`config.mk`:
```
export PLATFORM = sky130hd
export DESIGN_NAME = top_k_nearest_select
export DESIGN_NICKNAME = d
export VERILOG_FILES = /design/src/hdl/tkns_pkg.sv /design/src/hdl/tkns_ctrl.sv /design/src/hdl/tkns_datapath.sv /design/src/hdl/top_k_nearest_select.sv
export SDC_FILE = /design/constraint.sdc
export NUM_CORES = 2
export LEC_CHECK = 0
export ABC_AREA = 1
export BUFFER_PORTS_ARGS = -buffer_cell sky130_fd_sc_hd__buf_2
export CORE_MARGIN = 4
export CORE_UTILIZATION = 30
export DETAILED_ROUTE_END_ITERATION = 8
export PLACE_DENSITY = 0.51
export SLEW_MARGIN = 25
export SYNTH_ARGS = -nofsm -noshare
export SYNTH_HDL_FRONTEND = slang
export SYNTH_SLANG_ARGS = --single-unit
```
`constraint.sdc`:
```
create_clock -name clk -period 8.9 [get_ports clk]
set_clock_uncertainty 0.05 [all_clocks]
set_input_delay 1.335 -clock clk [delete_from_list [all_inputs] [get_ports clk]]
set_output_delay 1.335 -clock clk [all_outputs]
set_load 0.01 [all_outputs]
```
`src/hdl/tkns_pkg.sv`:
```
package tkns_pkg;

    localparam int MAX_KEEP    = 16;
    localparam int INDEX_BITS  = 16;
    localparam int DIST_BITS   = 32;
    localparam int KEEP_BITS   = 5;
    localparam int RANK_BITS   = 4;
    localparam int KEEP_RESET  = 4;

    localparam int CNT_BITS    = $clog2(MAX_KEEP + 1);
    localparam int SLOT_BITS   = (MAX_KEEP > 1) ? $clog2(MAX_KEEP) : 1;

    localparam int S_PAY_BITS  = INDEX_BITS + DIST_BITS;
    localparam int S_DATA_BITS = ((S_PAY_BITS + 7) / 8) * 8;
    localparam int M_PAY_BITS  = RANK_BITS + INDEX_BITS + DIST_BITS;
    localparam int M_DATA_BITS = ((M_PAY_BITS + 7) / 8) * 8;

    typedef struct packed {
        logic insert;
        logic emit_load;
    } tkns_cmd_t;

    typedef struct packed {
        logic out_valid;
        logic emit_final;
    } tkns_status_t;

    // Zero keeps one entry; anything above the list size keeps the full list.
    function automatic logic [CNT_BITS-1:0] effective_keep(input logic [KEEP_BITS-1:0] raw);
        int k;
        k = int'(raw);
        if (k == 0)
        begin
            k = 1;
        end
        if (k > MAX_KEEP)
        begin
            k = MAX_KEEP;
        end
        return CNT_BITS'(k);
    endfunction

endpackage

```
`src/hdl/tkns_ctrl.sv`:
```
module tkns_ctrl
    import tkns_pkg::*;
(
    input  logic         clk,
    input  logic         rst_n,
    input  logic         s_tvalid,
    input  logic         s_tlast,
    output logic         s_tready,
    input  logic         m_tready,
    input  tkns_status_t status,
    output tkns_cmd_t    cmd
);

    localparam logic ST_IDLE  = 1'b0;
    localparam logic ST_DRAIN = 1'b1;

    logic state_reg;
    logic state_next;
    logic out_free;

    assign out_free = !status.out_valid || m_tready;

    always_comb
    begin
        state_next    = state_reg;
        s_tready      = 1'b0;
        cmd.insert    = 1'b0;
        cmd.emit_load = 1'b0;
        case (state_reg)
            ST_IDLE:
            begin
                s_tready   = 1'b1;
                cmd.insert = s_tvalid;
                if (s_tvalid && s_tlast)
                begin
                    state_next = ST_DRAIN;
                end
            end
            ST_DRAIN:
            begin
                // advance one entry into the output register whenever it frees up
                if (out_free)
                begin
                    cmd.emit_load = 1'b1;
                    if (status.emit_final)
                    begin
                        state_next = ST_IDLE;
                    end
                end
            end
            default:
            begin
                state_next = ST_IDLE;
            end
        endcase
    end

    always_ff @(posedge clk or negedge rst_n)
    begin
        if (!rst_n)
        begin
            state_reg <= ST_IDLE;
        end
        else
        begin
            state_reg <= state_next;
        end
    end

endmodule

```
`src/hdl/tkns_datapath.sv`:
```
module tkns_datapath
    import tkns_pkg::*;
(
    input  logic                   clk,
    input  logic                   rst_n,
    input  logic                   cfg_wr_en,
    input  logic [KEEP_BITS-1:0]   cfg_wr_data,
    input  logic [INDEX_BITS-1:0]  cand_index,
    input  logic [DIST_BITS-1:0]   cand_dist,
    input  logic                   m_tready,
    input  tkns_cmd_t              cmd,
    output tkns_status_t           status,
    output logic [RANK_BITS-1:0]   out_rank,
    output logic [INDEX_BITS-1:0]  out_index,
    output logic [DIST_BITS-1:0]   out_dist,
    output logic                   out_last,
    output logic                   out_valid
);

    logic [KEEP_BITS-1:0]  keep_reg;
    logic [CNT_BITS-1:0]   keep_eff;
    logic [CNT_BITS-1:0]   keep_m1;
    logic [CNT_BITS-1:0]   cnt_reg;
    logic [CNT_BITS-1:0]   cnt_next;
    logic [CNT_BITS-1:0]   cfg_keep;
    logic [RANK_BITS-1:0]  rank_reg;
    logic                  out_valid_reg;
    logic [RANK_BITS-1:0]  out_rank_reg;
    logic [INDEX_BITS-1:0] out_index_reg;
    logic [DIST_BITS-1:0]  out_dist_reg;
    logic                  out_last_reg;

    logic [INDEX_BITS-1:0] slot_index_reg [MAX_KEEP];
    logic [DIST_BITS-1:0]  slot_dist_reg  [MAX_KEEP];
    logic [MAX_KEEP-1:0]   goes_before;
    logic                  placed;
    logic                  full;
    logic                  emit_final;

    assign keep_eff   = effective_keep(keep_reg);
    assign keep_m1    = keep_eff - CNT_BITS'(1);
    assign cfg_keep   = effective_keep(cfg_wr_data);
    assign full       = (cnt_reg == keep_eff);
    assign emit_final = (cnt_reg == CNT_BITS'(1));

    // Each cell compares the candidate against its own entry; empty cells always lose.
    always_comb
    begin
        for (int i = 0; i < MAX_KEEP; i++)
        begin
            goes_before[i] = (CNT_BITS'(i) >= cnt_reg)
                          || (cand_dist < slot_dist_reg[i])
                          || ((cand_dist == slot_dist_reg[i])
                              && (cand_index < slot_index_reg[i]));
        end
    end

    assign placed = goes_before[keep_m1[SLOT_BITS-1:0]];

    always_ff @(posedge clk)
    begin
        if (cmd.insert && placed)
        begin
            for (int i = 0; i < MAX_KEEP; i++)
            begin
                if (goes_before[i])
                begin
                    if (i > 0 && goes_before[(i > 0) ? i - 1 : 0])
                    begin
                        slot_index_reg[i] <= slot_index_reg[(i > 0) ? i - 1 : 0];
                        slot_dist_reg[i]  <= slot_dist_reg[(i > 0) ? i - 1 : 0];
                    end
                    else
                    begin
                        slot_index_reg[i] <= cand_index;
                        slot_dist_reg[i]  <= cand_dist;
                    end
                end
            end
        end
        else if (cmd.emit_load)
        begin
            // shift the list toward the head so the next rank sits in cell zero
            for (int i = 0; i < MAX_KEEP - 1; i++)
            begin
                slot_index_reg[i] <= slot_index_reg[i + 1];
                slot_dist_reg[i]  <= slot_dist_reg[i + 1];
            end
        end
    end

    always_comb
    begin
        cnt_next = cnt_reg;
        if (cfg_wr_en)
        begin
            if (cnt_reg > cfg_keep)
            begin
                cnt_next = cfg_keep;
            end
        end
        else if (cmd.insert && !full)
        begin
            cnt_next = cnt_reg + CNT_BITS'(1);
        end
        else if (cmd.emit_load)
        begin
            cnt_next = cnt_reg - CNT_BITS'(1);
        end
    end

    always_ff @(posedge clk or negedge rst_n)
    begin
        if (!rst_n)
        begin
            keep_reg      <= KEEP_BITS'(KEEP_RESET);
            cnt_reg       <= '0;
            rank_reg      <= '0;
            out_valid_reg <= 1'b0;
        end
        else
        begin
            if (cfg_wr_en)
            begin
                keep_reg <= cfg_wr_data;
            end
            cnt_reg <= cnt_next;
            if (cmd.emit_load)
            begin
                rank_reg      <= emit_final ? '0 : rank_reg + RANK_BITS'(1);
                out_valid_reg <= 1'b1;
            end
            else if (m_tready)
            begin
                out_valid_reg <= 1'b0;
            end
        end
    end

    always_ff @(posedge clk)
    begin
        if (cmd.emit_load)
        begin
            out_rank_reg  <= rank_reg;
            out_index_reg <= slot_index_reg[0];
            out_dist_reg  <= slot_dist_reg[0];
            out_last_reg  <= emit_final;
        end
    end

    assign status.out_valid  = out_valid_reg;
    assign status.emit_final = emit_final;
    assign out_rank          = out_rank_reg;
    assign out_index         = out_index_reg;
    assign out_dist          = out_dist_reg;
    assign out_last          = out_last_reg;
    assign out_valid         = out_valid_reg;

    a_cnt_within_keep: assert property (@(posedge clk) disable iff (!rst_n)
        cnt_reg <= keep_eff)
        else $error("held entry count exceeds keep count");

    a_emit_nonempty: assert property (@(posedge clk) disable iff (!rst_n)
        cmd.emit_load |-> (cnt_reg != '0))
        else $error("emit from an empty list");

    a_emit_shows_result: assert property (@(posedge clk) disable iff (!rst_n)
        cmd.emit_load |=> out_valid_reg)
        else $error("loaded entry not presented");

    a_rank_restarts: assert property (@(posedge clk) disable iff (!rst_n)
        (cmd.emit_load && emit_final) |=> (rank_reg == '0))
        else $error("rank counter not cleared after list end");

endmodule

```
`src/hdl/top_k_nearest_select.sv`:
```
// Channel   Dir  Width  Contents (lowest bit up)
// s_axis    in   48     tdata: candidate_index[15:0], distance[31:0]; tlast: last_candidate
// m_axis    out  56     tdata: rank[3:0], neighbor_index[15:0], neighbor_distance[31:0],
//                       zero pad; tlast: list_end
// cfg       in   5      keep_count, written when cfg_wr_en is high
//
// A candidate enters the sorted list in the cycle of its transfer: one per cycle while idle.
// On a last candidate the list drains one entry per cycle through the free output register,
// and s_tready stays low until the final entry is loaded.
// The next candidate is taken while the final entry still waits in the output register.
// Reset clears the held count and sets keep_count to 4; held entries need no clearing.
// m_tready low holds the output register and stalls the drain.
module top_k_nearest_select
    import tkns_pkg::*;
(
    input  logic                   clk,
    input  logic                   rst_n,
    input  logic                   cfg_wr_en,
    input  logic [KEEP_BITS-1:0]   cfg_wr_data,
    input  logic                   s_tvalid,
    output logic                   s_tready,
    input  logic [S_DATA_BITS-1:0] s_tdata,   // candidate_index, distance
    input  logic                   s_tlast,
    output logic                   m_tvalid,
    input  logic                   m_tready,
    output logic [M_DATA_BITS-1:0] m_tdata,   // rank, neighbor_index, neighbor_distance, pad
    output logic                   m_tlast
);

    tkns_cmd_t             cmd;
    tkns_status_t          status;
    logic [RANK_BITS-1:0]  out_rank;
    logic [INDEX_BITS-1:0] out_index;
    logic [DIST_BITS-1:0]  out_dist;

    tkns_ctrl u_ctrl (
        .clk      (clk),
        .rst_n    (rst_n),
        .s_tvalid (s_tvalid),
        .s_tlast  (s_tlast),
        .s_tready (s_tready),
        .m_tready (m_tready),
        .status   (status),
        .cmd      (cmd)
    );

    tkns_datapath u_datapath (
        .clk         (clk),
        .rst_n       (rst_n),
        .cfg_wr_en   (cfg_wr_en),
        .cfg_wr_data (cfg_wr_data),
        .cand_index  (s_tdata[INDEX_BITS-1:0]),
        .cand_dist   (s_tdata[S_PAY_BITS-1:INDEX_BITS]),
        .m_tready    (m_tready),
        .cmd         (cmd),
        .status      (status),
        .out_rank    (out_rank),
        .out_index   (out_index),
        .out_dist    (out_dist),
        .out_last    (m_tlast),
        .out_valid   (m_tvalid)
    );

    assign m_tdata = M_DATA_BITS'({out_dist, out_index, out_rank});

endmodule

```
Yosys cells after proc, flatten, opt, wreduce, memory -nomap -nowiden
Memory sizes are Yosys's and may differ from the RTL's.
Cells that the tools add are included.
- bits in writable memories: 768
- logic and storage cells: 412
- flip-flop bits (word level): 69
- memories: 2
- bitwise operators: 61
- order comparisons: 52
- $add $sub $neg: 4
- reduce and logical (&&, ||, !) cells: 59
- equality and inequality tests: 19
- multiplexer cells: 206
- memories (name ; words ; width ; read ports ; clocked after memory_dff ; write ports ; RTL line ; RTL):
    u_datapath.slot_dist_reg ; 16 ; 32 ; 16 ; 0 ; 16 ; tkns_datapath.sv:34 ; logic [DIST_BITS-1:0] slot_dist_reg [MAX_KEEP];
    u_datapath.slot_index_reg ; 16 ; 16 ; 16 ; 0 ; 16 ; tkns_datapath.sv:33 ; logic [INDEX_BITS-1:0] slot_index_reg [MAX_KEEP];
- operators with widths (operator ; count):
    32-bit two-way mux ; 30
    32-bit equality test ; 16
    32-bit < comparator ; 16
    16-bit two-way mux ; 30
    16-bit < comparator ; 16
    1-bit two-way mux ; 135
    1-bit bitwise OR ; 60
    4-bit by 5-bit >= comparator with 1-bit output (first input constant) ; 8
    5-bit two-way mux ; 8
    1-bit logical OR ; 33
    3-bit by 5-bit >= comparator with 1-bit output (first input constant) ; 4
    1-bit logical AND ; 19
    1-bit by 5-bit >= comparator with 1-bit output (first input constant) ; 2
    2-bit by 5-bit >= comparator with 1-bit output (first input constant) ; 2
    5-bit > comparator (second input constant) ; 2
    5-bit logical NOT ; 2
    5-bit by 1-bit adder with 5-bit output (second input constant) ; 1
    5-bit by 1-bit equality test with 1-bit output (second input constant) ; 1
    5-bit equality test ; 1
    5-bit > comparator ; 1
    4-bit by 5-bit < comparator with 1-bit output (second input constant) ; 1
    5-bit by 1-bit subtractor with 5-bit output (second input constant) ; 1
    4-bit by 1-bit adder with 4-bit output (second input constant) ; 1
    1-bit binary-select mux with 4-bit select ; 1
    9 further kinds ; 10

Longest topological paths before layout
- depth in word-level cells: 12
- mapped depth: 28
- depth with buffers taken out: 23

Hierarchy
Synthesis repeated with hierarchy kept, for this count alone.
- cells, all modules: 7470
- area total of the unflattened synthesis: 60787.0 um^2
- by module, submodules not included (module ; cells each ; times used ; area an instance (um^2)):
    tkns_datapath ; 7454 ; 1 ; 60687.0
    tkns_ctrl ; 11 ; 1 ; 66.3
    top_k_nearest_select ; 5 ; 1 ; 33.8

Worst setup path after synthesis
Ideal clock, no wire load.
- kind: input to register
- from: in s_tdata[16]
- to: mem u_datapath.slot_dist_reg[8][0], in the netlist u_datapath.slot_dist_reg[0][256] (enable)
- path slack: 1536 ps
- cell stages on the path: 16
- required time: 8330 ps
- path buffers: 2
- data arrival time: 6794 ps
- cells stage by stage: clkbuf_1 -> clkbuf_1 -> inv_1 -> ha_1 -> nand2_1 -> nor3_1 -> nand2_1 -> nor2_1 -> nand3_1 -> nand3_1 -> nand2_1 -> nand3_1 -> nand3_1 -> nand3_2 -> nand3_2 -> o21ai_0
- RTL lines (what ; RTL line ; RTL):
    from (decl) ; top_k_nearest_select.sv:22 ; input logic [S_DATA_BITS-1:0] s_tdata,
    to (decl) ; tkns_datapath.sv:34 ;

==> impl_results.md <==
* Hold Path Origin: u_datapath.slot_dist_reg[0][24]
* R2R depth at 15
* Initial DRC count at 3477
* # rows at 167
* Routed WL at 194000 microns
* Avg Vias per Cell at 4.99
* Starting Density at 30.2%
* Clk pin slew, worst setup/hold paths at 0.06 ns
* Hold path depth at 0
* Max-Cap Viols at 0
* Die Span X at 465 microns
* Final worst slack at 2.27 ns
* FMAX at 0.151 GHz
* DRC viols at 0
* Asr flop ratio synth at 1.91%
* Layout Utilization at 33.4%
* Dpl cell area at 65800 sq um
* Final nets at 8947
* Crit Reg-Reg Endpoint: u_datapath.slot_dist_reg[0][70]
* Worst r2r src: u_datapath.keep_reg[0]
* Synth top cells by count: nand2_1, inv_1, nand3_1
* PwrDens at 345 nW/um^2
* Synthesized area per cell at 7.62 sq um
* Mapped cell area at 62700 sq um
* Final Cycle Share at 74.5%
* Worst-Margin Slew at 1.05 ns
* Worst hold endpoint: u_datapath.out_dist[24]
* Seq cells post-synth at 837
* Worst setup EP type: flop
* Setup tns final at 0 ns
* Wire length per cell at 17.6 microns
* Crit path max fanout at 87
* DRT antenna net count at 0
* CP max stage delay at 0.72 ns
* Startpoint types: input port
* Io pins at 118
* DRT Pass-1 Iters at 6
* Max_slew headroom at 29.9%
* Peak VDD IR at 0.000190 V
* Top sig layer: met5
* Cell accounting for the most synthesized area: edfxtp_1
* Max reg flops at 512
* P_leak at 33.0 nW
* Number of synthesized flops with an enable pin at 821
* Area delta synth->final at 10.6%
* Main area contributors after synthesis: edfxtp_1, ha_1, nand2_1
* Die Y at 465 microns
* Vias post-DR at 54947
* Post-CTS Resized at 0
* Post-synth top area share at 39.3%
* R2r setup slk at 2.96 ns
* Place WS at 1.56 ns
* Core Area at 207000 sq um
* Largest net degree at the start of global routing at 234
* Post-CTS setup buffer count at 0
* Post-synthesis sequential area ratio at 39.9%
* Max Slew Vio Count at 0
* Hold buffers post-CTS at 0
* Final Setup Violations at 0
* Met1 wire length at 88900 microns
* Total Routing Usage GR at 17.3%
* CP startpoint: s_tdata[47]
* Post-route cell area at 69300 sq um
* CTS tree: built
* Worst skew pair latency at 0.74 ns
* RSZ-0062 raised after global routing: false
* Vias in the first global route at 55194
* Max Root-Sink Buffers at 3
* Wire length of the first global-routing pass at 304000 microns
* Layout cells sized above 1 at 4.98%
* Hpwl dp at 141000 microns
* Port Buffer Count at 113
* TritonCTS buffer count at 106
* WL met3 at 6700 microns
* CP max stage cell: nand2_2
* CP Buf/Inv Count at 6
* Top FF cell, synth: edfxtp_1
* Routed wl met2 at 92800 microns
* Tot Pwr at 23.9 mW
* Clock Tree Root: clkbuf_16
* Gp weighted congestion at 0.855
* CP top delay family: simple AND/OR/NAND/NOR gates
* Worst hold path class: reg2reg
* Most frequent cell after synthesis: nand2_1
* Status: completed
* WS Path Type: in2reg
* Die ar. at 216000 sq um
* Worst EP arrival at 6.99 ns
* Synth Warn # at 0
* CP most frequent cell: nand2_1
* Synth cell types at 44
* Gr ovfl total at 0
* Tmin final at 6.63 ns
* Final Hold Viols at 0
* Initial antenna violation count at 19
* Crit path cell chain: buf_2, ha_1, nand2_1, nor2_1, nand2_1, inv_1, nand2_1, nor3b_1, nand3_1, nand3_2, nand2_1, nand3_1, nand3_1, nand3_1, buf_4, nand3_2, inv_8, buf_4, nand2_1, nand2_2, buf_4
* H-tree levels at 3
* CTS Sinks at 837
* Worst path required time at 9.26 ns
* Cells after Synth at 8230
worst register-to-register path, cell delays in order, from the launching register on:
cell and delay (ns):
dfrtp_1 0.38, inv_1 0.11, nand4_1 0.15, a21oi_2 0.65, inv_2 0.30, ha_1 0.59
inv_1 0.25, nand3_1 0.14, nand3_1 0.12, nand3_2 0.32, nand3_2 0.28, inv_8 0.50
buf_4 0.55, nand2_1 0.12, nand2_2 0.72, buf_4 0.39
placed cells by master, fill, tap and decap left out, drive strengths merged, types with 51 or more instances in the layout:
cell,netlist,final
inv,964,965
o21ai,594,594
nor2,719,719
clkbuf,299,141
nor3,51,51
edfxtp,821,821
buf,121,203
a21oi,360,360
nand3,874,874
ha,764,764
nand2,2492,2492
routing by layer:
| layer | GRT usage (%) | vias to the layer above |
|---|---|---|
| met4 | 4.88 | 8 |
| met1 | 22.9 | 26638 |
| met2 | 29.8 | 1007 |
| li1 | - | 26990 |
| met5 | 0 | - |
| met3 | 2.00 | 304 |
worst max-delay path by stage:
stage,depth (start not counted),end
final,21,u_datapath.slot_dist_reg[0][70]
after global routing,20,u_datapath.slot_index_reg[9][15]
after CTS,21,u_datapath.slot_dist_reg[0][78]
after detailed placement,21,u_datapath.slot_dist_reg[0][78]
after global placement,19,u_datapath.slot_dist_reg[0][78]
after floorplan,16,u_datapath.slot_dist_reg[0][256]
stage by stage:
| step | hold slack (ns) | std cells |
|---|---|---|
| after floorplan | 0.376 | 8233 |
| after CTS | 0.388 | 10998 |
| final | 0.397 | 11007 |
| after detailed placement | 0.389 | 10800 |
| after global routing | 0.407 | 11006 |
| after global placement | 0.386 | 10800 |
layout make-up:
type,count,area (sq um)
Antenna cell,5,12.5
Clock buffer,141,2890
Clock inverter,57,493
Fill cell,22028,138000
Inverter,964,3630
Multi-Input combinational cell,6012,32400
Sequential cell,837,25100
Tap cell,2788,3490
Timing Repair Buffer,203,1380
power breakdown:
group | switching, mW | internal [mW]
Sequential | 1.12 | 7.12
Clock | 1.87 | 2.47
Combinational | 7.71 | 3.62
cells by family after synthesis:
logic type	after synthesis	share of synthesized area, %
AOI/OAI and AO/OA	1036	8.57
xor gates and xnor gates	3	0.0419
adders and majority gates	764	15.2
buffers and inverters	1384	8.76
DFF	837	39.9
muxes	5	0.0798
other	1	0.00598
and+or+nand+nor	4200	27.4
No activity file was read; power rests on OpenSTA's default activity.
